<file path="config.mk">
export PLATFORM = sky130hd
export DESIGN_NAME = tnc_queue
export DESIGN_NICKNAME = d
export VERILOG_FILES = /design/src/rtl/triangle_near_clip_project_core_defines.svh /design/src/rtl/tnc_pkg.sv /design/src/rtl/tnc_queue.sv
export SDC_FILE = /design/constraint.sdc
export NUM_CORES = 1
export LEC_CHECK = 0
export BUFFER_PORTS_ARGS = -buffer_cell sky130_fd_sc_hd__buf_2
export CORE_AREA = 2 2 266 268
export CTS_BUF_LIST = sky130_fd_sc_hd__clkbuf_16
export DETAILED_ROUTE_END_ITERATION = 6
export DIE_AREA = 0 0 268 270
export PLACE_DENSITY = 0.68
export SLEW_MARGIN = 20
export SYNTH_ARGS = -nofsm -noshare
export SYNTH_HDL_FRONTEND = slang
export SYNTH_SLANG_ARGS = --single-unit
export TNS_END_PERCENT = 50
</file>
<file path="constraint.sdc">
create_clock -name clk -period 15 [get_ports clk]
set_clock_uncertainty 0.15 [all_clocks]
set_input_delay 1.5 -clock clk [delete_from_list [all_inputs] [get_ports clk]]
set_output_delay 1.5 -clock clk [all_outputs]
set_load 0.005 [all_outputs]
</file>
<file path="src/rtl/triangle_near_clip_project_core_defines.svh">
// ----------------------------------------------------------------------------
// Assertion macros for the near-plane clip and projection core
// Concurrent checks, sampled on the rising clock edge and disabled in reset.
// ----------------------------------------------------------------------------
`ifndef TRIANGLE_NEAR_CLIP_PROJECT_CORE_DEFINES_SVH
`define TRIANGLE_NEAR_CLIP_PROJECT_CORE_DEFINES_SVH

// Consequence must hold in the same cycle as the antecedent
`define TNC_ASSERT_NOW(label, clk, rst_n, ante, cons, msg) \
    label: assert property (@(posedge clk) disable iff (!rst_n) (ante) |-> (cons)) \
        else $error(msg);

// Consequence must hold in the cycle after the antecedent
`define TNC_ASSERT_NEXT(label, clk, rst_n, ante, cons, msg) \
    label: assert property (@(posedge clk) disable iff (!rst_n) (ante) |=> (cons)) \
        else $error(msg);

`endif

</file>
<file path="src/rtl/tnc_pkg.sv">
// ----------------------------------------------------------------------------
// tnc_pkg
// Types, register codes and constants shared by the clip and projection core.
// ----------------------------------------------------------------------------
`timescale 1ns / 1ps
`default_nettype none

package tnc_pkg;

    localparam int TNC_QUEUE_DEPTH = 2;
    localparam int CFG_DATA_W      = 31;
    localparam int CFG_INDEX_W     = 3;
    localparam int FRAC_W          = 16;

    // Register indexes of the configuration port
    localparam logic [CFG_INDEX_W-1:0] REG_NEAR_Z       = 3'd0;
    localparam logic [CFG_INDEX_W-1:0] REG_FOCAL_LENGTH = 3'd1;
    localparam logic [CFG_INDEX_W-1:0] REG_VIEW_LEFT    = 3'd2;
    localparam logic [CFG_INDEX_W-1:0] REG_VIEW_TOP     = 3'd3;
    localparam logic [CFG_INDEX_W-1:0] REG_VIEW_WIDTH   = 3'd4;
    localparam logic [CFG_INDEX_W-1:0] REG_VIEW_HEIGHT  = 3'd5;

    // Vertex component codes
    localparam logic [2:0] COMP_X = 3'd0;
    localparam logic [2:0] COMP_Y = 3'd1;
    localparam logic [2:0] COMP_Z = 3'd2;
    localparam logic [2:0] COMP_U = 3'd3;
    localparam logic [2:0] COMP_V = 3'd4;

    typedef struct packed {
        logic signed [31:0] pos_x;
        logic signed [31:0] pos_y;
        logic signed [31:0] pos_z;
        logic [7:0]         texel_u;
        logic [7:0]         texel_v;
    } vtx_in_t;

    typedef struct packed {
        logic signed [31:0] screen_x;
        logic signed [31:0] screen_y;
        logic [16:0]        inverse_depth;
        logic [23:0]        out_u;
        logic [23:0]        out_v;
        logic [1:0]         corner;
        logic               last_of_run;
    } vtx_out_t;

    // One collected triangle and which of its corners lie on the visible side
    typedef struct packed {
        vtx_in_t    v0;
        vtx_in_t    v1;
        vtx_in_t    v2;
        logic [2:0] in_mask;
    } tri_t;

    typedef struct packed {
        logic [30:0] near_z;
        logic [30:0] focal_length;
        logic [12:0] center_x;
        logic [12:0] center_y;
    } cfg_t;

    typedef enum logic [2:0] {
        BK_IDLE,
        BK_EDGE,
        BK_MUL,
        BK_GO,
        BK_WAIT,
        BK_FAN,
        BK_EMIT
    } bk_state_t;

endpackage

`default_nettype wire

</file>
<file path="src/rtl/tnc_queue.sv">
// ----------------------------------------------------------------------------
// tnc_queue
// Small triangle queue between the classifier and the clip sequencer.
// ----------------------------------------------------------------------------
`timescale 1ns / 1ps
`default_nettype none

module tnc_queue
    import tnc_pkg::*;
#(
    parameter int DEPTH = TNC_QUEUE_DEPTH
)
(
    input  wire logic clk,
    input  wire logic rst_n,
    input  wire logic push,
    input  wire tri_t push_data,
    output logic      full,
    input  wire logic pop,
    output logic      head_valid,
    output tri_t      head
);

    localparam int PTR_W = (DEPTH > 1) ? $clog2(DEPTH) : 1;
    localparam int CNT_W = $clog2(DEPTH + 1);

    tri_t             slot_reg [DEPTH];
    logic [PTR_W-1:0] wr_reg;
    logic [PTR_W-1:0] rd_reg;
    logic [CNT_W-1:0] count_reg;

    assign full       = (count_reg == CNT_W'(DEPTH));
    assign head_valid = (count_reg != '0);
    assign head       = slot_reg[rd_reg];

    // Advance pointers and occupancy
    always_ff @(posedge clk or negedge rst_n)
    begin
        if (!rst_n)
        begin
            wr_reg    <= '0;
            rd_reg    <= '0;
            count_reg <= '0;
        end
        else
        begin
            if (push)
            begin
                wr_reg <= (wr_reg == PTR_W'(DEPTH - 1)) ? '0 : wr_reg + PTR_W'(1);
            end
            if (pop)
            begin
                rd_reg <= (rd_reg == PTR_W'(DEPTH - 1)) ? '0 : rd_reg + PTR_W'(1);
            end
            if (push && !pop)
            begin
                count_reg <= count_reg + CNT_W'(1);
            end
            else if (pop && !push)
            begin
                count_reg <= count_reg - CNT_W'(1);
            end
        end
    end

    // Store the pushed triangle
    always_ff @(posedge clk)
    begin
        if (push)
        begin
            slot_reg[wr_reg] <= push_data;
        end
    end

endmodule

`default_nettype wire

</file>
### Yosys cells after proc, flatten, opt, wreduce, memory -nomap -nowiden

Memory sizes are Yosys's and may differ from the RTL's.
Cells that the tools add are included.

| word-level totals | value |
|---|---|
| register bits after elaboration | 4 |
| bits in writable memories | 678 |
| input bits | 343 |
| memories | 1 |

Memory list:

| memory | words | width | read ports | clocked after memory_dff | write ports | line | text |
|---|---|---|---|---|---|---|---|
| slot_reg | 2 | 339 | 1 | 0 | 1 | tnc_queue.sv:27 | `tri_t slot_reg [DEPTH];` |

| operators by class | value |
|---|---|
| reduce and logical (&&, ||, !) cells | 6 |
| add/subtract/negate cells | 4 |
| equal/unequal tests | 1 |
| muxes and demuxes | 6 |

Operators by type and width:

| operator | count |
|---|---|
| two-way mux 1 bit | 4 |
| two-way mux 2 bit | 2 |
| nonzero test 2 bit | 2 |
| adder 1 bit (second input constant) | 2 |
| adder 2 x 1 -> 2 bit (second input constant) | 1 |
| equality test 2 bit (second input constant) | 1 |
| logical AND 1 bit | 2 |
| zero test 1 bit | 2 |
| subtractor 2 x 1 -> 2 bit (second input constant) | 1 |

### Depth between registers and ports, before layout

Gate-level depths: netlist (run 1).

| logic depth | value |
|---|---|
| depth after elaboration | 4 |
| depth in mapped cells | 5 |
| mapped depth without buffers | 5 |

### Worst setup path before layout (run 1)

OpenSTA, ideal clock, no wires.

| timing path | value |
|---|---|
| kind | input to register |
| start | input port push |
| end | memory slot_reg[0][0] in the netlist's numbering, enable pin |
| path buffers | 0 |
| arrival time | 16061 ps |
| cell stages on the path | 1 |
| path slack | -2298 ps |
| required time | 13763 ps |
| cell sequence | nor2b_1 |

| on the way | value |
|---|---|
| word-level cells in the longest chain between the ends | 2 |

Ends and longest elaborated chain:

| what | line | text |
|---|---|---|
| start: declaration | tnc_queue.sv:16 | `input wire logic push,` |
| two-way mux 1 bit | tnc_queue.sv:69 | `if (push)` |
| two-way mux 1 bit (implied by the code) | tnc_queue.sv:71 | `slot_reg[wr_reg] <= push_data;` |
| end: declaration | tnc_queue.sv:27 |  |

Every way passes these cells.

==> impl_summary.txt, run 1 <==
----------------------------------------------------
[Yosys]
  Most instantiated library cell after synthesis ... edfxtp_1
  Mean instance size in the synthesized netlist ... 24.4 um^2
  Count of mapped cells out of synthesis ... 1071
  Commonest cells in the synthesized netlist ... 678 x edfxtp_1, 300 x mux2_4, 39 x mux2_2, 33 x buf_12
  Number of synthesized register bits ... 682
  Yosys top cell by area ... edfxtp_1
  Post-synthesis cell area ... 0.0262 mm^2
  Most frequently used flop master after synthesis ... edfxtp_1
  Proportion of netlist area held by the largest area contributor ... 77.8%
  Number of distinct library cell variants in the gate-level netlist after synthesis ... 15
  Fraction of registers with async set/reset ... 0.587%
  Number of warnings reported in the yosys synthesis log ... 0
  Post-synth EDFFs ... 678
  Most area-consuming cells after synthesis ... edfxtp_1 78%, mux2_4 17%, buf_12 2.5%, mux2_2 1.7%, dfrtp_1 0.38%
  Seq/Total Area, Yosys ... 78.1%
  Synthesized netlist net count ... 1415

[Routing]
  Vias post-DR ... 12.8k
  Avg Vias per Cell ... 4.54
  First-pass detailed-route iteration total ... 5
  Drt initial violations ... 792
  Per-cell routed wire length ... 20.4 um
  Sum of routed wire length over all layers ... 57600 um
  Post-detailed-route DRC marker count ... 0
  Post-route ant nets ... 0

[Global routing]
  Overall routing resource usage ... 15.2%
  Overflow left after global routing ... 0
  Number of antenna violations at the first check in global routing ... 30
  Pin count of the biggest net entering global routing ... 168
  Number of global-route vias before repair ... 13.6k
  Global-route wire length before repair ... 82100 um

[Pwr]
  Comb power frac ... 28.6%
  Proportion of total power due to net switching ... 27.1%
  Seq pwr share ... 43.2%
  NetSw ... 1670 uW
  P_leak ... 0.0130 uW
  Maximum resistive drop on vdd ... 0.135 mV
  Part of the total power dissipated in the clock network ... 28.2%
  Total internal power ... 4490 uW
  Design Power ... 6160 uW
  Pwr per Cell Area ... 189 mW/mm^2

[Floorplan]
  DIE HEIGHT ... 270 um
  CORE AREA ... 0.0695 mm^2
  Total I/O pin count ... 684
  Initial core utilization ... 37.7%
  Number of rows in the core area ... 97
  Die boundary width ... 268 um
  Total Die Area ... 0.0724 mm^2

[STA]
  Worst relative slew slack ... 14.5%
  Count of final max-slew check failures ... 0
  Upper clock frequency limit ... 158 MHz
  RSZ-0062 raised after global routing ... false
  Worst hold slack ... 361 ps
  Final critical-path required period ... 6350 ps
  Worst-Margin Slew ... 1280 ps
  Final setup violating endpoints ... 0
  Period Utilization, post-route ... 42.3%
  Final total negative setup slack ... 0 ps
  Final count of hold timing violations ... 0

[Place]
  Number of port buffers ... 683
  RePlAce Congestion ... 0.838
  Placed Cells ... 2670
  Post-detail-place hpwl ... 40700 um

[Clocking]
  Maximum root-to-sink buffer count ... 3
  Number of buffers inserted during clock tree synthesis ... 72
  Setup repair bufs after CTS ... 0
  Count of instances resized after the clock tree is built ... 0
  Sinks on the clock net ... 682
  Clock H-tree levels ... 3
  Cell chosen for the clock root ... clkbuf_16
  CTS clk-pin slew, worst paths ... 60 ps
  Hold-fix buffers at CTS ... 0
  Clock tree from TritonCTS ... done
  Clock latency on the worst-skew pair ... 590 ps

[Critical path]
  WS Path Type ... flop to primary output
  Kind of capture point of the worst setup path ... primary output
  Data required, critical path ... 13350 ps
  Worst path arrival time ... 4700 ps
  Crit path max fanout ... 61
  Element type at the critical path start ... flop

[Finish]
  NumNets Final ... 2148
  Max reg flops ... 678
  Total area of multi-input combinational cells ... 0.00504 mm^2
  Post-Layout Cell Count ... 2825
  Storage element area ... 0.0205 mm^2
  Fraction of layout cells with a size suffix above 1 ... 61.4%
  Core Util, Final ... 46.9%
  Layout overhead on the synthesized area ... 24.6%
  Total of fill cells in the finished design ... 5884

[Min path]
  Worst min path class ... flop to flop

[Run]
  Count of max-cap constraint violations ... 0

[Outcome]
  Result of the run ... complete, no violations

----------------------------------------------------
placed cells by master (no fill, tap or decap), types with 3 or more instances in the layout:
cell | Yosys | final
clkinv_2 | 0 | 12
inv_1 | 1 | 16
clkbuf_16 | 0 | 74
mux2_4 | 300 | 300
clkinvlp_4 | 0 | 3
bufinv_16 | 0 | 6
clkinv_1 | 0 | 15
buf_4 | 0 | 13
buf_2 | 4 | 683
diode_2 | 0 | 22
xor2_1 | 4 | 4
mux2_2 | 39 | 39
edfxtp_1 | 678 | 678
dfrtp_1 | 4 | 3
area by class of cell:
class                      count  area share [%]
antenna                       22           0.169
clock buffer                  74            5.68
clock inverter                59            1.52
inverter                       1          0.0115
multi-input combinational    350            15.4
sequential                   682            62.7
tap                          940            3.61
timing repair buffer         697            10.8
worst max-delay path, stage by stage, from the launching register on:
cell	delay [ps]
dfrtp_4	980
buf_4	690
buf_4	820
buf_4	950
mux2_4	360
buf_2	130
per-stage QoR:
| step | area [um^2] | setup WS, ps |
|---|---|---|
| 2_1_floorplan | 26200 | 4090 |
| 3_3_place_gp | 30200 | 9330 |
| 3_5_place_dp | 30200 | 9240 |
| 4_1_cts | 32600 | 8580 |
| 5_1_grt | 32600 | 8400 |
| 6_report | 32600 | 8650 |
layer usage:
layer,wire [um],vias up,global-route usage (%)
met4,2400,18,7.84
met3,4960,150,5.44
li1,-,5792,-
met2,30000,520,26.9
met5,117,-,0
met1,20100,6348,15.7
cell families after synthesis:
family / synth area share, %
buffers and inverters: 2.66
flip-flops: 78.1
AND/OR/NAND/NOR: 0.110
XOR/XNOR: 0.167
multiplexers: 18.9
adder cells (fa/ha/maj): 0.0478
worst paths after layout:
check | startpoint | to | slack (ps) | cells after the start
setup / recovery | rd_reg | head[255] | 8650 | 5
hold / removal | count_reg[1] | count_reg[1] | 360 | 1
setup reg to reg | wr_reg | slot_reg[0][216] | 10920 | 4
hold reg to reg | count_reg[1] | count_reg[1] | 360 | 1
max in group asynchronous | rst_n | rd_reg | 14000 | 1
min in group asynchronous | rst_n | rd_reg | 560 | 1
power by group through the flow:
stage / combinational (uW) / clock [uW] / sequential (uW)
after global routing: 1880 / 1860 / 2690
after floorplan: 1310 / 0 / 2770
after detailed placement: 1790 / 0 / 2700
final: 1760 / 1740 / 2660
after CTS: 1790 / 1780 / 2670
after global placement: 1770 / 0 / 2690
Note: power is estimated with default switching activity, not from simulation.
==> run 2: changes to the inputs <==
==> constraint.sdc (replaced) <==
create_clock -name clk -period 5.4 [get_ports clk]
set_clock_uncertainty 0.15 [all_clocks]
set_input_delay 0.54 -clock clk [delete_from_list [all_inputs] [get_ports clk]]
set_output_delay 0.54 -clock clk [all_outputs]
set_load 0.005 [all_outputs]
==> run 2 against run 1 <==
Register-to-register slack lost 7900 ps. Global-route usage rose by 1.2 points. Sequential share of layout area shrank 6.0 points. Hold slack worse by 320 ps. Total power increased to 2.8 times the previous value. Sequential power rose to 2.8 times the previous value. Via count increased by 11%. Setup slack worse by 6900 ps. Cell count increased by 12%. Non-clock buffer count increased by 350. First-iteration DRC count increased by 5.2%. Die area stayed put. Critical path type unchanged. Critical endpoint is now head[2]. Largest power group unchanged.
==> impl_summary.txt, run 2 (same netlist as run 1, synthesis figures left out) <==
----------------------------------------------------
[Global routing]
  Pin count of the biggest net entering global routing ... 146
  Number of global-route vias before repair ... 15.5k
  Global-route wire length before repair ... 89800 um
  Number of antenna violations at the first check in global routing ... 11
  Overall routing resource usage ... 16.4%
  Overflow left after global routing ... 0

[Place]
  RePlAce Congestion ... 0.833
  Post-place instance area ... 0.0304 mm^2
  Number of port buffers ... 683
  Post-detail-place hpwl ... 39900 um
  Placed Cells ... 2680
  DP Worst Slack ... 2370 ps

[Critical path]
  Worst path slowest cell ... dfrtp_4
  WS Path Type ... flop to primary output
  Crit path max fanout ... 55
  Slowest cell delay on critical path ... 1130 ps
  Kind of capture point of the worst setup path ... primary output
  Worst path arrival time ... 2930 ps
  Data required, critical path ... 4710 ps
  Element type at the critical path start ... flop
  Chain of cells forming the critical path ... buf_4 -> mux2_2 -> buf_2

[Clocking]
  Setup repair bufs after CTS ... 0
  Clock latency on the worst-skew pair ... 580 ps
  Sinks on the clock net ... 682
  Clock H-tree levels ... 3
  Cell chosen for the clock root ... clkbuf_16
  Clock tree from TritonCTS ... done
  CTS clk-pin slew, worst paths ... 60 ps
  Maximum root-to-sink buffer count ... 3
  Number of buffers inserted during clock tree synthesis ... 72

[Finish]
  Commonest cells after routing, fill and taps aside ... 683 x buf_2, 678 x edfxtp_1, 340 x dlygate4sd3_1
  Max reg flops ... 678
  Most common cell after layout, fill and taps aside ... buf_2
  NumNets Final ... 2498
  Fraction of layout cells with a size suffix above 1 ... 52.2%
  Post-Layout Cell Count ... 3156
  Final cell area excluding filler cells ... 0.0361 mm^2
  Layout overhead on the synthesized area ... 37.7%

[Floorplan]
  Total Die Area ... 0.0724 mm^2
  Total I/O pin count ... 684
  Die boundary width ... 268 um
  DIE HEIGHT ... 270 um
  Initial core utilization ... 37.7%
  Number of rows in the core area ... 97
  CORE AREA ... 0.0695 mm^2

[Run]
  Count of max-cap constraint violations ... 0

[Pwr]
  Pwr per Cell Area ... 481 mW/mm^2
  Proportion of total power due to net switching ... 27.6%
  Part of the total power dissipated in the clock network ... 27.0%
  P_leak ... 0.0145 uW
  Seq pwr share ... 42.7%
  Comb power frac ... 30.3%
  Maximum resistive drop on vdd ... 0.301 mV
  Total internal power ... 12600 uW
  NetSw ... 4800 uW

[STA]
  Final critical-path required period ... 3620 ps
  Worst-Margin Slew ... 1070 ps
  Upper clock frequency limit ... 276 MHz
  Period Utilization, post-route ... 67.0%
  PnR worst setup slack ... 1780 ps
  Final count of hold timing violations ... 0
  Worst hold slack ... 44.7 ps
  RSZ-0062 raised after global routing ... false
  Worst relative slew slack ... 28.8%
  Final total negative setup slack ... 0 ps
  Final setup violating endpoints ... 0
  Count of final max-slew check failures ... 0

[Outcome]
  Result of the run ... complete, no violations

[Routing]
  First-pass detailed-route iteration total ... 5
  Drt initial violations ... 833
  Post-detailed-route DRC marker count ... 0
  Post-route ant nets ... 0
  Avg Vias per Cell ... 4.51
  Per-cell routed wire length ... 19.6 um
  Vias post-DR ... 14.2k
  Sum of routed wire length over all layers ... 61900 um

[Min path]
  Worst min path class ... input pin to flop

----------------------------------------------------
[run 2: layout make-up]
class / count / area, um^2
fill: 5465 / 33500
sequential: 682 / 20500
timing repair buffer: 1047 / 7090
multi-input combinational: 350 / 5040
clock buffer: 74 / 1850
tap: 940 / 1180
clock inverter: 56 / 420
antenna: 6 / 15.0
inverter: 1 / 3.75
[run 2: metrics by stage]
stage               power (uW)  util, %
floorplan                11100        -
global placement         12500     43.7
detailed placement       12600     43.7
CTS                      17500     51.8
global route             18100     51.9
finish                   17400     51.9
[run 2: final timing paths]
path                                from               end  slack, ps  depth (start not counted)
setup / recovery                  rd_reg           head[2]       1780                          3
hold / removal             push_data[85]   slot_reg[0][85]         40                          1
setup reg to reg                  wr_reg  slot_reg[1][218]       3010                          2
hold reg to reg             count_reg[1]      count_reg[1]        340                          1
max in group asynchronous          rst_n            rd_reg       4820                          2
min in group asynchronous          rst_n            rd_reg        150                          2
[run 2: metal layers]
metal	global-route usage (%)	share of wire, %	vias to the layer above
li1	-	-	6468
met1	17.5	36	7083
met2	29.8	53	552
met3	4.25	6.5	144
met4	7.94	4.1	2
met5	0	0.018	-
[run 2: power groups by stage]
stage          clock network, uW  logic [uW]  registers, uW
3_5_place_dp                   0        5090           7500
5_1_grt                     5030        5590           7480
4_1_cts                     4810        5320           7390
2_1_floorplan                  0        3640           7480
6_report                    4690        5260           7400
3_3_place_gp                   0        5070           7440
[run 2: critical path, delay by kind of cell (launching register included)]
kind	cells	cell delay, ps
buffers and inverters	2	750
DFF	1	1130
muxes	1	410
[run 2: timing repair]
item                                   CTS  global route
gates resized for setup                  0             0
endpoints found under the hold margin  680             0
hold buffers                           340             0
==> run 3: changes to the inputs <==
--- a/config.mk
+++ b/config.mk
@@ -6,11 +6,11 @@
 export NUM_CORES = 1
 export LEC_CHECK = 0
 export BUFFER_PORTS_ARGS = -buffer_cell sky130_fd_sc_hd__buf_2
-export CORE_AREA = 2 2 266 268
+export CORE_AREA = 2 2 269 271
 export CTS_BUF_LIST = sky130_fd_sc_hd__clkbuf_16
 export DETAILED_ROUTE_END_ITERATION = 6
-export DIE_AREA = 0 0 268 270
-export PLACE_DENSITY = 0.68
+export DIE_AREA = 0 0 271 273
+export PLACE_DENSITY = 0.64
 export SLEW_MARGIN = 20
 export SYNTH_ARGS = -nofsm -noshare
 export SYNTH_HDL_FRONTEND = slang
==> constraint.sdc (replaced) <==
create_clock -name clk -period 3.66 [get_ports clk]
set_clock_uncertainty 0.15 [all_clocks]
set_input_delay 0.366 -clock clk [delete_from_list [all_inputs] [get_ports clk]]
set_output_delay 0.366 -clock clk [all_outputs]
set_load 0.005 [all_outputs]
==> run 3 against run 2 <==
Combinational power rose by 54%. Critical endpoint is now head[193]. Sequential share of layout area down 0.99 points. Flip-flop and latch count unchanged. The flow now finishes with violations (DRC). Routed wire length is 1.5% higher. Final area grew 1.8%. Core utilization decreased by 0.16 points. Count of clock-buffer cells in the layout rose by 2. Critical path depth grew 1.
==> impl_summary.txt, run 3 (same netlist as run 1, synthesis figures left out) <==
----------------------------------------------------
[Outcome]
  Result of the run ... finished, violations left
  Failing checks ... DRC

[Clocking]
  Maximum root-to-sink buffer count ... 3
  Clock H-tree levels ... 3
  Number of buffers inserted during clock tree synthesis ... 75
  CTS clk-pin slew, worst paths ... 60 ps
  Clock latency on the worst-skew pair ... 610 ps
  Count of instances resized after the clock tree is built ... 0
  Cell chosen for the clock root ... clkbuf_16
  Clock tree from TritonCTS ... done
  Sinks on the clock net ... 682
  Setup repair bufs after CTS ... 0

[Routing]
  Post-route ant nets ... 0
  Sum of routed wire length over all layers ... 62800 um
  Post-detailed-route DRC marker count ... 3
  Per-cell routed wire length ... 19.6 um
  Vias post-DR ... 14.4k
  Drt initial violations ... 938
  Avg Vias per Cell ... 4.49
  First-pass detailed-route iteration total ... 7

[Place]
  Post-place instance area ... 0.0307 mm^2
  Post-detail-place hpwl ... 42600 um
  RePlAce Congestion ... 0.848
  Number of port buffers ... 683
  DP Worst Slack ... 1300 ps

[Critical path]
  Data required, critical path ... 3140 ps
  Element type at the critical path start ... flop
  Kind of capture point of the worst setup path ... primary output
  WS Path Type ... flop to primary output
  Crit-path most repeated cell ... buf_12
  Chain of cells forming the critical path ... buf_12 -> buf_12 -> mux2_4 -> buf_2
  Number of cells on the worst reg-to-reg path ... 2
  Crit path max fanout ... 30
  Worst path slowest cell ... dfrtp_4
  Slowest cell delay on critical path ... 730 ps
  Worst path arrival time ... 2470 ps

[Finish]
  Fraction of layout cells with a size suffix above 1 ... 53.0%
  Max reg flops ... 678
  Total of fill cells in the finished design ... 5623
  NumNets Final ... 2527
  Storage element area ... 0.0205 mm^2
  Final cell area excluding filler cells ... 0.0367 mm^2
  Most common cell after layout, fill and taps aside ... buf_2
  Commonest cells after routing, fill and taps aside ... 683 x buf_2, 678 x edfxtp_1, 343 x dlygate4sd3_1
  Layout overhead on the synthesized area ... 40.2%
  Total area of multi-input combinational cells ... 0.00504 mm^2
  Core Util, Final ... 51.7%

[STA]
  RSZ-0062 raised after global routing ... false
  Period Utilization, post-route ... 81.6%
  Worst relative slew slack ... 40.7%
  Worst-Margin Slew ... 889 ps
  Final setup violating endpoints ... 0
  Count of final max-slew check failures ... 0
  Upper clock frequency limit ... 335 MHz
  PnR worst setup slack ... 675 ps
  Final count of hold timing violations ... 0
  Final critical-path required period ... 2990 ps

[Pwr]
  P_leak ... 0.0148 uW
  Maximum resistive drop on vdd ... 0.691 mV
  Pwr per Cell Area ... 724 mW/mm^2

[Floorplan]
  Initial core utilization ... 36.9%
  Total Die Area ... 0.0740 mm^2
  DIE HEIGHT ... 273 um
  Die boundary width ... 271 um
  Number of rows in the core area ... 98
  CORE AREA ... 0.0710 mm^2
  Total I/O pin count ... 684

[Global routing]
  Overall routing resource usage ... 16.4%
  Global-route wire length before repair ... 92300 um
  Number of global-route vias before repair ... 15.9k
  Overflow left after global routing ... 0
  Pin count of the biggest net entering global routing ... 76
  Number of antenna violations at the first check in global routing ... 9

[Run]
  Count of max-cap constraint violations ... 0

[Min path]
  Hold-critical path depth ... 2
  Worst min path class ... input pin to flop

----------------------------------------------------
-- run 3: cell types whose count changed in the layout (fill, tap and decap cells not counted), sizes merged --
cell         previous run  this run
clkinv                 30        25
inv                    19        18
dlygate4sd3           340       343
bufinv                  4        10
buf                   707       730
clkbuf                 74        76
diode                   6         7
clkinvlp                4         7
-- run 3: report_power, final --
| part | leakage (uW) | total (uW) | internal, uW | switching, uW |
|---|---|---|---|---|
| logic | 0.00710 | 8120 | 4380 | 3740 |
| clock network | 0.00126 | 7650 | 4540 | 3110 |
| registers | 0.00641 | 10800 | 10300 | 443 |
| total | 0.0148 | 26600 | 19300 | 7290 |
-- run 3: final timing paths --
check | startpoint | endpoint | slack [ps]
max in group asynchronous | rst_n | rd_reg | 2560
min in group asynchronous | rst_n | wr_reg | 580
hold / removal | push_data[322] | slot_reg[0][322] | 320
setup / recovery | rd_reg | head[193] | 670
setup reg to reg | wr_reg | slot_reg[1][319] | 1520
hold reg to reg | count_reg[1] | count_reg[1] | 330
-- run 3: metal layers --
metal / GRT usage [%] / part of all wire, %
met5: 0 / 0.040
met4: 8.13 / 4.1
met3: 4.70 / 7.0
met2: 29.0 / 52
met1: 17.9 / 37
-- run 3: layout make-up --
cell class | instances | area share (%)
tap | 950 | 3.24
sequential | 682 | 55.8
timing repair buffer | 1073 | 20.3
antenna | 7 | 0.0477
clock inverter | 59 | 1.75
multi-input combinational | 350 | 13.7
inverter | 1 | 0.0102
clock buffer | 76 | 5.18
-- run 3: repair_timing --
action                                  CTS  global route
endpoints found under the setup margin    0             0
hold buffers                            343             0
endpoints found under the hold margin   685             0
-- run 3: metrics by stage --
stage	setup TNS, ps	cells	hold slack, ps	total power (uW)
floorplan	-1318110	1071	-79.6	16400
global placement	0	2713	43.2	18700
detailed placement	0	2713	43.4	18800
CTS	0	3191	270	26800
global route	0	3196	294	27700
finish	0	3198	322	26600
-- run 3: worst max-delay path, delay by kind of cell, from the launching register on --
family / cells / cell delay [ps]
buffers and inverters: 3 / 710
muxes: 1 / 330
DFF: 1 / 730
