File: src/rtl/triangle_near_clip_project_core_defines.svh
// ----------------------------------------------------------------------------
// Assertion macros for the near-plane clip and projection core
// Concurrent checks, sampled on the rising clock edge and disabled in reset.
// ----------------------------------------------------------------------------
`ifndef TRIANGLE_NEAR_CLIP_PROJECT_CORE_DEFINES_SVH
`define TRIANGLE_NEAR_CLIP_PROJECT_CORE_DEFINES_SVH

// Consequence must hold in the same cycle as the antecedent
`define TNC_ASSERT_NOW(label, clk, rst_n, ante, cons, msg) \
    label: assert property (@(posedge clk) disable iff (!rst_n) (ante) |-> (cons)) \
        else $error(msg);

// Consequence must hold in the cycle after the antecedent
`define TNC_ASSERT_NEXT(label, clk, rst_n, ante, cons, msg) \
    label: assert property (@(posedge clk) disable iff (!rst_n) (ante) |=> (cons)) \
        else $error(msg);

`endif

File: src/rtl/tnc_pkg.sv
// ----------------------------------------------------------------------------
// tnc_pkg
// Types, register codes and constants shared by the clip and projection core.
// ----------------------------------------------------------------------------
`timescale 1ns / 1ps
`default_nettype none

package tnc_pkg;

    localparam int TNC_QUEUE_DEPTH = 2;
    localparam int CFG_DATA_W      = 31;
    localparam int CFG_INDEX_W     = 3;
    localparam int FRAC_W          = 16;

    // Register indexes of the configuration port
    localparam logic [CFG_INDEX_W-1:0] REG_NEAR_Z       = 3'd0;
    localparam logic [CFG_INDEX_W-1:0] REG_FOCAL_LENGTH = 3'd1;
    localparam logic [CFG_INDEX_W-1:0] REG_VIEW_LEFT    = 3'd2;
    localparam logic [CFG_INDEX_W-1:0] REG_VIEW_TOP     = 3'd3;
    localparam logic [CFG_INDEX_W-1:0] REG_VIEW_WIDTH   = 3'd4;
    localparam logic [CFG_INDEX_W-1:0] REG_VIEW_HEIGHT  = 3'd5;

    // Vertex component codes
    localparam logic [2:0] COMP_X = 3'd0;
    localparam logic [2:0] COMP_Y = 3'd1;
    localparam logic [2:0] COMP_Z = 3'd2;
    localparam logic [2:0] COMP_U = 3'd3;
    localparam logic [2:0] COMP_V = 3'd4;

    typedef struct packed {
        logic signed [31:0] pos_x;
        logic signed [31:0] pos_y;
        logic signed [31:0] pos_z;
        logic [7:0]         texel_u;
        logic [7:0]         texel_v;
    } vtx_in_t;

    typedef struct packed {
        logic signed [31:0] screen_x;
        logic signed [31:0] screen_y;
        logic [16:0]        inverse_depth;
        logic [23:0]        out_u;
        logic [23:0]        out_v;
        logic [1:0]         corner;
        logic               last_of_run;
    } vtx_out_t;

    // One collected triangle and which of its corners lie on the visible side
    typedef struct packed {
        vtx_in_t    v0;
        vtx_in_t    v1;
        vtx_in_t    v2;
        logic [2:0] in_mask;
    } tri_t;

    typedef struct packed {
        logic [30:0] near_z;
        logic [30:0] focal_length;
        logic [12:0] center_x;
        logic [12:0] center_y;
    } cfg_t;

    typedef enum logic [2:0] {
        BK_IDLE,
        BK_EDGE,
        BK_MUL,
        BK_GO,
        BK_WAIT,
        BK_FAN,
        BK_EMIT
    } bk_state_t;

endpackage

`default_nettype wire

File: src/rtl/tnc_front.sv
// ----------------------------------------------------------------------------
// tnc_front
// Collects three vertices, marks each against the near plane and queues the
// triangle. Triangles with no visible corner are dropped here.
// ----------------------------------------------------------------------------
`timescale 1ns / 1ps
`default_nettype none

module tnc_front
    import tnc_pkg::*;
(
    input  wire logic    clk,
    input  wire logic    rst_n,
    input  wire cfg_t    cfg,
    input  wire logic    vert_valid,
    output logic         vert_ready,
    input  wire vtx_in_t vert,
    input  wire logic    q_full,
    output logic         q_push,
    output tri_t         q_data
);

    logic [1:0]  count_reg;
    vtx_in_t     h0_reg;
    vtx_in_t     h1_reg;
    logic [2:0]  mask;
    logic        accept;
    logic signed [32:0] nz;

    // Classify each corner: visible when z >= near_z
    assign nz      = $signed({2'b00, cfg.near_z});
    assign mask[0] = $signed({h0_reg.pos_z[31], h0_reg.pos_z}) >= nz;
    assign mask[1] = $signed({h1_reg.pos_z[31], h1_reg.pos_z}) >= nz;
    assign mask[2] = $signed({vert.pos_z[31], vert.pos_z}) >= nz;

    assign vert_ready = (count_reg != 2'd2) || !q_full;
    assign accept     = vert_valid && vert_ready;
    assign q_push     = accept && (count_reg == 2'd2) && (mask != 3'b000);

    always_comb
    begin
        q_data.v0      = h0_reg;
        q_data.v1      = h1_reg;
        q_data.v2      = vert;
        q_data.in_mask = mask;
    end

    // Advance the corner counter
    always_ff @(posedge clk or negedge rst_n)
    begin
        if (!rst_n)
        begin
            count_reg <= 2'd0;
        end
        else if (accept)
        begin
            count_reg <= (count_reg == 2'd2) ? 2'd0 : count_reg + 2'd1;
        end
    end

    // Hold the first two corners
    always_ff @(posedge clk)
    begin
        if (accept && (count_reg == 2'd0))
        begin
            h0_reg <= vert;
        end
        if (accept && (count_reg == 2'd1))
        begin
            h1_reg <= vert;
        end
    end

endmodule

`default_nettype wire

File: config.mk
export PLATFORM = sky130hd
export DESIGN_NAME = tnc_front
export DESIGN_NICKNAME = d
export VERILOG_FILES = /design/src/rtl/triangle_near_clip_project_core_defines.svh /design/src/rtl/tnc_pkg.sv /design/src/rtl/tnc_front.sv
export SDC_FILE = /design/constraint.sdc
export NUM_CORES = 1
export LEC_CHECK = 0
export ABC_AREA = 1
export BUFFER_PORTS_ARGS = -buffer_cell sky130_fd_sc_hd__buf_4
export CAP_MARGIN = 20
export CORE_AREA = 2 2 213 215
export CTS_CLUSTER_SIZE = 40
export DETAILED_ROUTE_END_ITERATION = 8
export DIE_AREA = 0 0 215 217
export PLACE_DENSITY = 0.6
export SYNTH_ARGS = -nofsm -noshare
export SYNTH_HDL_FRONTEND = slang
export SYNTH_SLANG_ARGS = --single-unit
File: constraint.sdc
create_clock -name clk -period 8.05 [get_ports clk]
set_clock_uncertainty 0.05 [all_clocks]
set_input_delay 1.61 -clock clk [delete_from_list [all_inputs] [get_ports clk]]
set_output_delay 1.61 -clock clk [all_outputs]
set_load 0.02 [all_outputs]
Yosys cells after proc, flatten, opt, wreduce, memory -nomap -nowiden
Index checks and enable logic that the tools add are counted.

Bits in registers: 226. Bits of input ports: 204. Output and inout port bits: 341. Word-level logic and storage cells: 28.

$add $sub $neg: 1. Order comparisons: 3. Equality and inequality tests: 3. Mux-type cells: 1. Reduce and logical (&&, ||, !) cells: 9.

Operator list (number): $ge A32 B32 Y1 (3); $logic_and A1 B1 Y1 (5); $reduce_bool A3 Y1 (1); $add A2 B1 Y2 const B (1); $eq A2 B1 Y1 const B (1); $eq A2 B2 Y1 const B (1); $logic_not A2 Y1 (1); $mux W2 (1); $ne A2 B2 Y1 const B (1); $logic_not A1 Y1 (1); $logic_or A1 B1 Y1 (1).

Depth between registers and ports, before layout
Gate-level depths: netlist (run 1).

Depth after elaboration: 5. Mapped depth: 17. Mapped depth without buffers: 17.

Least setup slack after synthesis (run 1)
No wires, ideal clock.

Path type: input to register. From: input port vert_valid. To: register count_reg[0]. Library setup time: 0.124 ns. Arrival time: 9.895 ns. Data required time: 7.876 ns. Slack: -2.019 ns. Stages: 3. Buffers on the path: 0. Cell sequence: inv_1 nor3_1 o21bai_1.

Word-level cells in the longest chain between the ends: 1.

RTL lines: start, declared (line tnc_front.sv:15) `input wire logic vert_valid,`; $logic_and A1 B1 Y1 (line tnc_front.sv:37) `assign accept = vert_valid && vert_ready;`; end signal, assigned (line tnc_front.sv:57) `count_reg <= (count_reg == 2'd2) ? 2'd0 : count_reg + 2'd1;`; end, declared (line tnc_front.sv:23) `logic [1:0] count_reg;`.

Every way passes these cells. A chain may end at the register's enable or synchronous reset.

Worst setup path in the final report (run 1)
From: input port cfg[72] in the netlist's numbering. To: output port q_push.

Word-level cells in the longest chain between the ends: 3. Elaborated cells on any way between the ends: 5. Classes of those cells: 3 x order compare; 2 x reduce/logical.

RTL lines: start, declared (line tnc_front.sv:14) `input wire cfg_t cfg,`; $ge A32 B32 Y1, on equally long branches (line tnc_front.sv:32, tnc_front.sv:33, tnc_front.sv:34); $reduce_bool A3 Y1 (*) (line tnc_front.sv:38) `assign q_push = accept && (count_reg == 2'd2) && (mask != 3'b000);`; $logic_and A1 B1 Y1 (*) (line tnc_front.sv:38); end, declared (line tnc_front.sv:19) `output logic q_push,`.

Every way passes the cells marked *; elsewhere a longest branch is shown, timed or not.

==> run_results.csv, run 1 <==
group,metric,value,unit
run_status,result_of_the_run,"finished, final reports clean",
sta,setup_ws,2.99,ns
route,routed_wire_length_per_instance,17.6,um
place,gpl.final_weighted_congestion,0.828,
cts,cts.htree.levels,1,
job,cap_violations,0,
sta,final_min_period_over_clock_period,0.628,
cts,cts_resized,0,
cts,numCtsBuffers,27,
pwr,worst_ir_drop_vdd,0.188,mV
floorplanning,starting_density,0.222,
sta,hold_viol_final,0,
route,final_antenna_net_count,0,
route,vias_per_cell,3.91,
floorplanning,die_outline_area,46700,um2
pwr,cellLeakagePower,6.36,nW
sta,worst_hold_slack,0.587,ns
sta,max_freq,198,MHz
sta,worst_slew_pin_slew,0.894,ns
finish,layout.nets,1397,
route,first_pass_drt_iterations,4,
cts,postCtsSetupBuffers,0,
finish,final_cell_mix,"sky130_fd_sc_hd__buf_4, sky130_fd_sc_hd__edfxtp_1, sky130_fd_sc_hd__ha_1",
finish,num_antenna_cells,0,
route,route.detailed.drc,0,
global_route,grt_max_degree,60,
global_route,grt_antenna_before_repair,3,
hold_path,hp-class,"reg -> reg",
route,drt_iter0_markers,253,
cts,clockBufferDepth,3,
floorplanning,dieHeight,217,um
finish,largest_register_ffs,224,
place,dp_worst_slack,2.85,ns
worst_setup_path,worst-setup-path-type,"in -> out",
synthesis,post_synth_num_cell_types,23,
synthesis,synthDominantAreaCellType,"sky130_fd_sc_hd__edfxtp_1",
synthesis,yosys_warnings,0,
global_route,track_usage,0.122,
place,buffer_ports.inserted,487,
cts,sinks_on_clock_net,226,
sta,finalSetupViolations,0,
synthesis,post_synth.cell_area_avg,14.4,um2
worst_setup_path,crit_path_top_delay_cell,"sky130_fd_sc_hd__nor3_1",
route,vias_after_detailed_routing,6729,
worst_setup_path,start_kind,"primary input",
synthesis,netlist_area,9940,um2
worst_setup_path,worstPathCellList,"buf_4 -> inv_1 -> ha_1 -> nand4_1 -> nor3_1 -> nand2_1 -> nand2_1 -> nand2_1 -> nand2_1 -> a21oi_1 -> a21oi_1 -> buf_4",
worst_setup_path,setup.reg_to_reg.worst_slack,6.14,ns
worst_setup_path,critPathMostFrequentCell,"sky130_fd_sc_hd__nand2_1",
synthesis,post_syn_instances,692,
worst_setup_path,critical_path_required,6.39,ns
route,wirelength,30300,um
finish,drive_above_1_share,0.481,
worst_setup_path,crit_path_max_fanout,3,
place,place.detailed.hpwl,23800,um
finish,synthToLayoutAreaGrowth,45.5,%
cts,cts-hold-fix-buffers,0,
sta,grt_setup_unrepaired,"no",
sta,max-slew-margin-rel,0.404,
pwr,power_density,276,nW/um2
global_route,global_route_wire_length_before_repair,43000,um
global_route,globalRouteOverflowTotal,0,
cts,clock_latency_late_sink,0.55,ns
cts,clock_tree_from_tritoncts,"built",
sta,finalWorstPathRequiredPeriod,5.06,ns
global_route,via_count_of_the_first_global_routing_pass,6778,
sta,final_max_slew_viol_count,0,
floorplanning,row_count,78,
cts,clk_transition_reported_paths,0.06,ns
worst_setup_path,max_stage_delay,0.46,ns
cts,clockRootBuffer,"sky130_fd_sc_hd__clkbuf_16",
synthesis,synth_top_area_frac,0.676,
floorplanning,die_x,215,um
sta,setup_total_negative_slack,0,ns
synthesis,postSynthRegisterBits,226,
finish,layout_commonest_cell,"sky130_fd_sc_hd__buf_4",
synthesis,synth_nets,989,
floorplanning,design.portCount,545,
worst_setup_path,worst_ep_arrival_time,3.40,ns
worst_setup_path,setup.worst_path.end_class,"output port",
synthesis,share_of_synthesized_area_occupied_by_flip_flops_and_latches,0.681,
floorplanning,placeableCoreArea,44700,um2
synthesis,synth.top_cells.by_area,"sky130_fd_sc_hd__edfxtp_1, sky130_fd_sc_hd__ha_1, sky130_fd_sc_hd__buf_4",
[path summary, 6_finish.rpt]
kind | startpoint | end | depth (start not counted)
min in group asynchronous | rst_n | count_reg[0] | 1
max | cfg[72] | q_push | 12
min reg2reg | count_reg[0] | count_reg[0] | 2
max reg2reg | count_reg[0] | q_data[214] | 3
min | count_reg[0] | count_reg[0] | 2
max in group asynchronous | rst_n | count_reg[1] | 1
[layout make-up]
type,count,area [um2]
Tap cell,600,751
Fill cell,4472,30200
Multi-Input combinational cell,297,2140
Sequential cell,226,6780
Timing Repair Buffer,491,3690
Clock inverter,19,224
Inverter,57,214
Clock buffer,30,687
[critical path: cells and delay by family]
family          cells  cell delay, ns
simple gates        6            0.91
fa+ha+maj           1            0.32
buf+inv             3            0.31
compound gates      2            0.25
[cell usage after synthesis]
cell	count
sky130_fd_sc_hd__nand2_2	2
sky130_fd_sc_hd__nor4_2	2
sky130_fd_sc_hd__nand3b_1	1
sky130_fd_sc_hd__inv_1	57
sky130_fd_sc_hd__nand2_1	89
sky130_fd_sc_hd__ha_1	93
sky130_fd_sc_hd__o21a_1	4
sky130_fd_sc_hd__nand4_1	7
sky130_fd_sc_hd__nor2_1	22
sky130_fd_sc_hd__and2b_1	1
sky130_fd_sc_hd__edfxtp_1	224
sky130_fd_sc_hd__o21ai_0	10
sky130_fd_sc_hd__nand3_1	6
sky130_fd_sc_hd__and2_1	1
sky130_fd_sc_hd__buf_4	112
sky130_fd_sc_hd__nor4_1	1
sky130_fd_sc_hd__nor3b_1	1
sky130_fd_sc_hd__dfrtp_1	2
sky130_fd_sc_hd__o21bai_1	3
sky130_fd_sc_hd__nor3_1	4
sky130_fd_sc_hd__a31oi_1	1
sky130_fd_sc_hd__a21oi_1	44
sky130_fd_sc_hd__a21o_1	5
[logic make-up after synthesis]
logic type / after synthesis / share of synthesized area
AOI/OAI and AO/OA: 67 / 0.0369
adders and majority gates: 93 / 0.117
buffers and inverters: 169 / 0.106
and+or+nand+nor: 137 / 0.0586
DFF: 226 / 0.681
[report_power, final]
| part | leakage (nW) | internal (mW) | switching (mW) | total (mW) |
|---|---|---|---|---|
| registers | 2.10 | 1.58 | 0.0820 | 1.66 |
| clock network | 0.445 | 0.771 | 0.488 | 1.26 |
| logic | 3.81 | 0.397 | 0.682 | 1.08 |
| total | 6.36 | 2.75 | 1.25 | 4.00 |
[metal layers]
layer  routed length, um  global-route usage  share of wire
met5                   0                   0              0
met4                 537              0.0278          0.018
met3                2970              0.0470          0.098
met2               15300               0.215           0.50
met1               11600               0.141           0.38
[metrics by stage]
stage,instance area (um2),power (mW),instances,util
floorplan,9950,2.28,692,-
global placement,13600,2.77,1671,0.303
detailed placement,13600,2.78,1671,0.303
CTS,14500,4.05,1720,0.324
global route,14500,4.18,1720,0.324
finish,14500,4.00,1720,0.324
(Power assumes the default switching activity.)
==> run 2, diff against run 1 <==
==> constraint.sdc (replaced) <==
create_clock -name clk -period 4.1 [get_ports clk]
set_clock_uncertainty 0.05 [all_clocks]
set_input_delay 0.82 -clock clk [delete_from_list [all_inputs] [get_ports clk]]
set_output_delay 0.82 -clock clk [all_outputs]
set_load 0.02 [all_outputs]
==> run 2 against run 1 <==
Against the previous run:
- sequential share of layout area rose by 0.24 points
- flip-flop and latch count did not move
- register-to-register slack got worse by 3.9 ns
- power increased by 90%
- wire length shrank 0.68%
- sequential power rose by 96%
- global-route usage grew 0.095 points
- final cell count decreased by 0.23%
- utilization decreased by 0.17 points
- die area is the same
- critical path depth decreased by 1
- critical path type is now reg -> out
- critical endpoint unchanged
==> run_results.csv, run 2 (synthesis results as in run 1) <==
group,metric,value,unit
worst_setup_path,critical_path_required,3.23,ns
route,final_antenna_net_count,0,
global_route,via_count_of_the_first_global_routing_pass,6970,
pwr,worst_ir_drop_vdd,0.642,mV
finish,largest_register_ffs,224,
worst_setup_path,crit_path_max_fanout,3,
finish,drive_above_1_share,0.476,
cts,sinks_on_clock_net,226,
route,vias_per_cell,3.93,
worst_setup_path,reg2reg_depth,3,
finish,num_antenna_cells,0,
finish,synthToLayoutAreaGrowth,44.8,%
finish,final_cell_mix,"sky130_fd_sc_hd__buf_4, sky130_fd_sc_hd__edfxtp_1, sky130_fd_sc_hd__ha_1",
worst_setup_path,setup.worst_path.end_class,"output port",
route,route.detailed.drc,0,
worst_setup_path,critPathMostFrequentCell,"sky130_fd_sc_hd__nand2_1",
sta,grt_setup_unrepaired,"no",
route,routed_wire_length_per_instance,17.6,um
sta,final_max_slew_viol_count,0,
floorplanning,die_x,215,um
cts,clock_latency_late_sink,0.54,ns
pwr,cellLeakagePower,6.32,nW
route,wirelength,30100,um
pwr,power_density,528,nW/um2
floorplanning,die_outline_area,46700,um2
place,place_area,13600,um2
global_route,globalRouteOverflowTotal,0,
worst_setup_path,setup.reg_to_reg.worst_slack,2.25,ns
finish,layout.nets,1396,
sta,finalSetupViolations,0,
finish,fin_area,14400,um2
route,vias_after_detailed_routing,6746,
floorplanning,placeableCoreArea,44700,um2
worst_setup_path,critical_path.top_delay_family,"simple AND/OR/NAND/NOR gates",
worst_setup_path,crit_path_top_delay_cell,"sky130_fd_sc_hd__nor4_1",
sta,worst_slew_pin_slew,0.815,ns
worst_setup_path,worstSetupPathDepth,11,
worst_setup_path,worst-setup-path-type,"reg -> out",
global_route,track_usage,0.123,
cts,clock_tree_from_tritoncts,"built",
worst_setup_path,max_stage_delay,0.49,ns
floorplanning,design.portCount,545,
worst_setup_path,start_kind,"flop",
floorplanning,dieHeight,217,um
place,gpl.final_weighted_congestion,0.807,
global_route,grt_antenna_before_repair,3,
route,drt_iter0_markers,268,
global_route,global_route_wire_length_before_repair,43500,um
worst_setup_path,startpoint,"q_data[154]",
cts,cts.htree.levels,1,
hold_path,hp-class,"in -> reg",
sta,max-slew-margin-rel,0.457,
job,cap_violations,0,
floorplanning,starting_density,0.222,
sta,final_min_period_over_clock_period,0.859,
sta,finalWorstPathRequiredPeriod,3.52,ns
place,place.detailed.hpwl,23500,um
place,buffer_ports.inserted,487,
cts,clockBufferDepth,3,
finish,layout.core_utilization,0.322,
finish,layout_commonest_cell,"sky130_fd_sc_hd__buf_4",
sta,setup_total_negative_slack,0,ns
worst_setup_path,critPathBufInv,1,
worst_setup_path,regToRegEndpoint,"q_data[201]",
route,first_pass_drt_iterations,7,
cts,postCtsSetupBuffers,0,
worst_setup_path,worst_ep_arrival_time,2.65,ns
sta,max_freq,284,MHz
run_status,result_of_the_run,"finished, final reports clean",
cts,numCtsBuffers,26,
worst_setup_path,timing.rr.start,"count_reg[0]",
worst_setup_path,endpoint,"q_push",
sta,hold_viol_final,0,
worst_setup_path,worstPathCellList,"ha_1 -> nand2_1 -> nor4_1 -> and2_1 -> nand2_1 -> nand2_1 -> nand2_1 -> nand2_2 -> nor2_1 -> a21oi_1 -> buf_4",
floorplanning,row_count,78,
global_route,grt_max_degree,114,
cts,clk_transition_reported_paths,0.06,ns
pwr,total_power,7.61,mW
cts,clockRootBuffer,"sky130_fd_sc_hd__clkbuf_16",
==> run 2: worst min path at each step <==
stage | slack (ns) | from | depth (start not counted) | endpoint
floorplan | 0.47 | rst_n | 0 | count_reg[0]
global placement | 0.55 | rst_n | 1 | count_reg[0]
detailed placement | 0.56 | rst_n | 1 | count_reg[1]
CTS | 0.38 | vert[12] | 1 | q_data[239]
global route | 0.39 | vert[12] | 1 | q_data[239]
finish | 0.42 | vert[12] | 1 | q_data[127]
==> run 2: cell type report <==
cell class                 count  area, um2
clock buffer                  30        687
clock inverter                15        123
fill                        4460      30300
inverter                      57        214
multi-input combinational    297       2140
sequential                   226       6780
tap                          600        751
timing repair buffer         491       3710
==> run 2: per-layer routing <==
metal	wire length [um]	up-vias	part of all wire	global-route usage
met5	0	-	0	0
met4	640	0	0.021	0.0324
met3	3260	40	0.11	0.0503
met2	15200	320	0.50	0.217
met1	11100	3211	0.37	0.138
li1	-	3175	-	-
==> run 2: through the flow <==
step / instances / hold slack, ns / setup slack [ns]
finish: 1716 / 0.417 / 0.579
global route: 1716 / 0.388 / 0.405
CTS: 1716 / 0.376 / 0.470
detailed placement: 1670 / 0.556 / 0.500
global placement: 1670 / 0.554 / 0.507
floorplan: 692 / 0.474 / -1.66
==> run 2: power breakdown <==
part | leakage [nW] | internal (mW) | switching, mW | total, mW
clock | 0.396 | 1.31 | 0.912 | 2.22
combinational | 3.82 | 0.788 | 1.34 | 2.12
sequential | 2.10 | 3.10 | 0.163 | 3.26
total | 6.32 | 5.20 | 2.41 | 7.61
==> run 2: timing repair <==
action / in CTS / in global routing
resized for setup: 0 / 0
hold buffers: 1 / 0
endpoints found under the hold margin: 2 / 0
==> run 3, diff against run 2 <==
==> constraint.sdc (replaced) <==
create_clock -name clk -period 4.1 [get_ports clk]
set_clock_uncertainty 0.05 [all_clocks]
set_input_delay 0.205 -clock clk [delete_from_list [all_inputs] [get_ports clk]]
set_output_delay 0.205 -clock clk [all_outputs]
set_load 0.02 [all_outputs]
==> run 3 against run 2 <==
Against the previous run:
- setup slack better by 0.59 ns
- largest cell class unchanged
- wire length rose by 6.4%
- flip-flop and latch count unchanged
- sequential share of layout area down 3.7 points
- largest power group unchanged
- global-route usage increased by 0.68 points
- non-clock buffer count rose by 114
- highest routed layer unchanged
- clock-buffer cell count grew 2
- worst hold slack got worse by 0.056 ns
- via count up 6.9%
==> run_results.csv, run 3 (synthesis results as in run 1) <==
group,metric,value,unit
pwr,power.clock.fraction,0.307,
sta,final_max_slew_viol_count,0,
worst_setup_path,critPathBufInv,1,
pwr,intPower,5.47,mW
sta,grt_setup_unrepaired,"no",
pwr,cellLeakagePower,6.83,nW
floorplanning,row_count,78,
floorplanning,die_outline_area,46700,um2
worst_setup_path,crit_path_max_fanout,3,
pwr,total_power,7.94,mW
sta,worst_hold_slack,0.361,ns
route,final_antenna_net_count,0,
sta,final_min_period_over_clock_period,0.715,
worst_setup_path,crit_path_top_delay_cell,"sky130_fd_sc_hd__nor4_1",
floorplanning,die_x,215,um
sta,setup_ws,1.17,ns
floorplanning,placeableCoreArea,44700,um2
global_route,grt_max_degree,114,
worst_setup_path,worst_ep_arrival_time,2.68,ns
pwr,netSwitchingFraction,0.310,
worst_setup_path,critical_path.top_delay_family,"simple AND/OR/NAND/NOR gates",
route,routed_wire_length_per_instance,17.5,um
global_route,via_count_of_the_first_global_routing_pass,7597,
sta,max_freq,341,MHz
finish,fin_area,15600,um2
worst_setup_path,worstPathCellList,"ha_1 -> nand2_1 -> nor4_1 -> and2_1 -> nand2_1 -> nand2_1 -> nand2_1 -> nand2_2 -> nor2_1 -> a21oi_1 -> buf_4",
place,place.detailed.hpwl,23400,um
cts,sinks_on_clock_net,226,
sta,finalWorstPathRequiredPeriod,2.93,ns
route,vias_per_cell,3.93,
finish,final_cell_mix,"sky130_fd_sc_hd__buf_4, sky130_fd_sc_hd__edfxtp_1, sky130_fd_sc_hd__dlygate4sd3_1",
pwr,worst_ir_drop_vdd,0.389,mV
finish,layout.nets,1510,
worst_setup_path,worst-setup-path-type,"reg -> out",
worst_setup_path,max_stage_delay,0.53,ns
cts,numCtsBuffers,26,
cts,clockBufferDepth,3,
route,vias_after_detailed_routing,7209,
cts,clock_latency_late_sink,0.53,ns
worst_setup_path,critical_path_required,3.85,ns
worst_setup_path,start_kind,"flop",
cts,clk_transition_reported_paths,0.06,ns
route,drt_iter0_markers,302,
cts,clockRootBuffer,"sky130_fd_sc_hd__clkbuf_16",
job,cap_violations,0,
pwr,seq_power_share,0.411,
global_route,most_utilized_layer_in_the_global_route_result,"met2",
floorplanning,dieHeight,217,um
global_route,groute.layer.met3.usage,0.0489,
floorplanning,starting_density,0.222,
route,route.detailed.drc,0,
finish,layout.core_utilization,0.350,
route,wirelength,32100,um
place,gpl.final_weighted_congestion,0.824,
pwr,p_sw,2.46,mW
route,first_pass_drt_iterations,4,
place,place_area,13600,um2
global_route,globalRouteOverflowTotal,0,
finish,synthToLayoutAreaGrowth,57.3,%
sta,worst_slew_pin_slew,0.932,ns
global_route,grt_use_met2,0.232,
cts,cts.htree.levels,1,
cts,postCtsSetupBuffers,0,
finish,drive_above_1_share,0.434,
cts,clock_tree_from_tritoncts,"built",
finish,layout_commonest_cell,"sky130_fd_sc_hd__buf_4",
pwr,power.combinational.fraction,0.281,
sta,finalSetupViolations,0,
global_route,track_usage,0.130,
finish,largest_register_ffs,224,
worst_setup_path,setup.worst_path.end_class,"output port",
global_route,grt_use_met1,0.145,
cts,cts_resized,0,
sta,max-slew-margin-rel,0.379,
worst_setup_path,critPathMostFrequentCell,"sky130_fd_sc_hd__nand2_1",
global_route,global_route_wire_length_before_repair,46500,um
pwr,power_density,507,nW/um2
global_route,grt_antenna_before_repair,4,
run_status,result_of_the_run,"finished, final reports clean",
place,buffer_ports.inserted,487,
floorplanning,design.portCount,545,
sta,hold_viol_final,0,
hold_path,hp-class,"in -> reg",
place,dp_worst_slack,1.66,ns
run 3: cell type report:
cell class	instances	area [um2]
clock inverters	15	208
inverters	57	214
diodes	2	5.00
flip-flops and latches	226	6780
well taps	600	751
repair buffers	605	4860
multi-input cells	297	2140
clock buffers	32	694
fillers	4355	29100
run 3: per-stage QoR:
step                cells  setup TNS, ns
floorplan             692        -289.60
global placement     1669              0
detailed placement   1669              0
CTS                  1832              0
global route         1834              0
finish               1834              0
run 3: power groups by stage:
stage,sequential (mW),combinational (mW),clock [mW]
finish,3.27,2.23,2.44
global route,3.30,2.40,2.58
CTS,3.26,2.26,2.50
detailed placement,3.30,2.16,0
global placement,3.29,2.15,0
floorplan,3.83,0.648,0
run 3: metal layers:
metal	part of all wire	vias to the layer above	routed length, um
li1	-	3407	-
met1	0.38	3449	12100
met2	0.51	310	16300
met3	0.093	43	2970
met4	0.022	0	700
met5	0	-	0
run 3: worst paths after layout:
path	to	from	cells after the start	slack (ns)
setup / recovery	q_push	q_data[154]	11	1.17
hold / removal	q_data[221]	vert[106]	2	0.36
setup reg to reg	q_data[251]	count_reg[1]	2	2.20
hold reg to reg	count_reg[1]	count_reg[1]	1	0.64
max in group asynchronous	count_reg[1]	rst_n	3	3.38
min in group asynchronous	count_reg[0]	rst_n	3	0.49
run 3: repair_timing:
action                                  4_1_cts  5_1_grt
endpoints found under the hold margin       228        0
endpoints found under the setup margin        0        0
hold buffers                                116        0
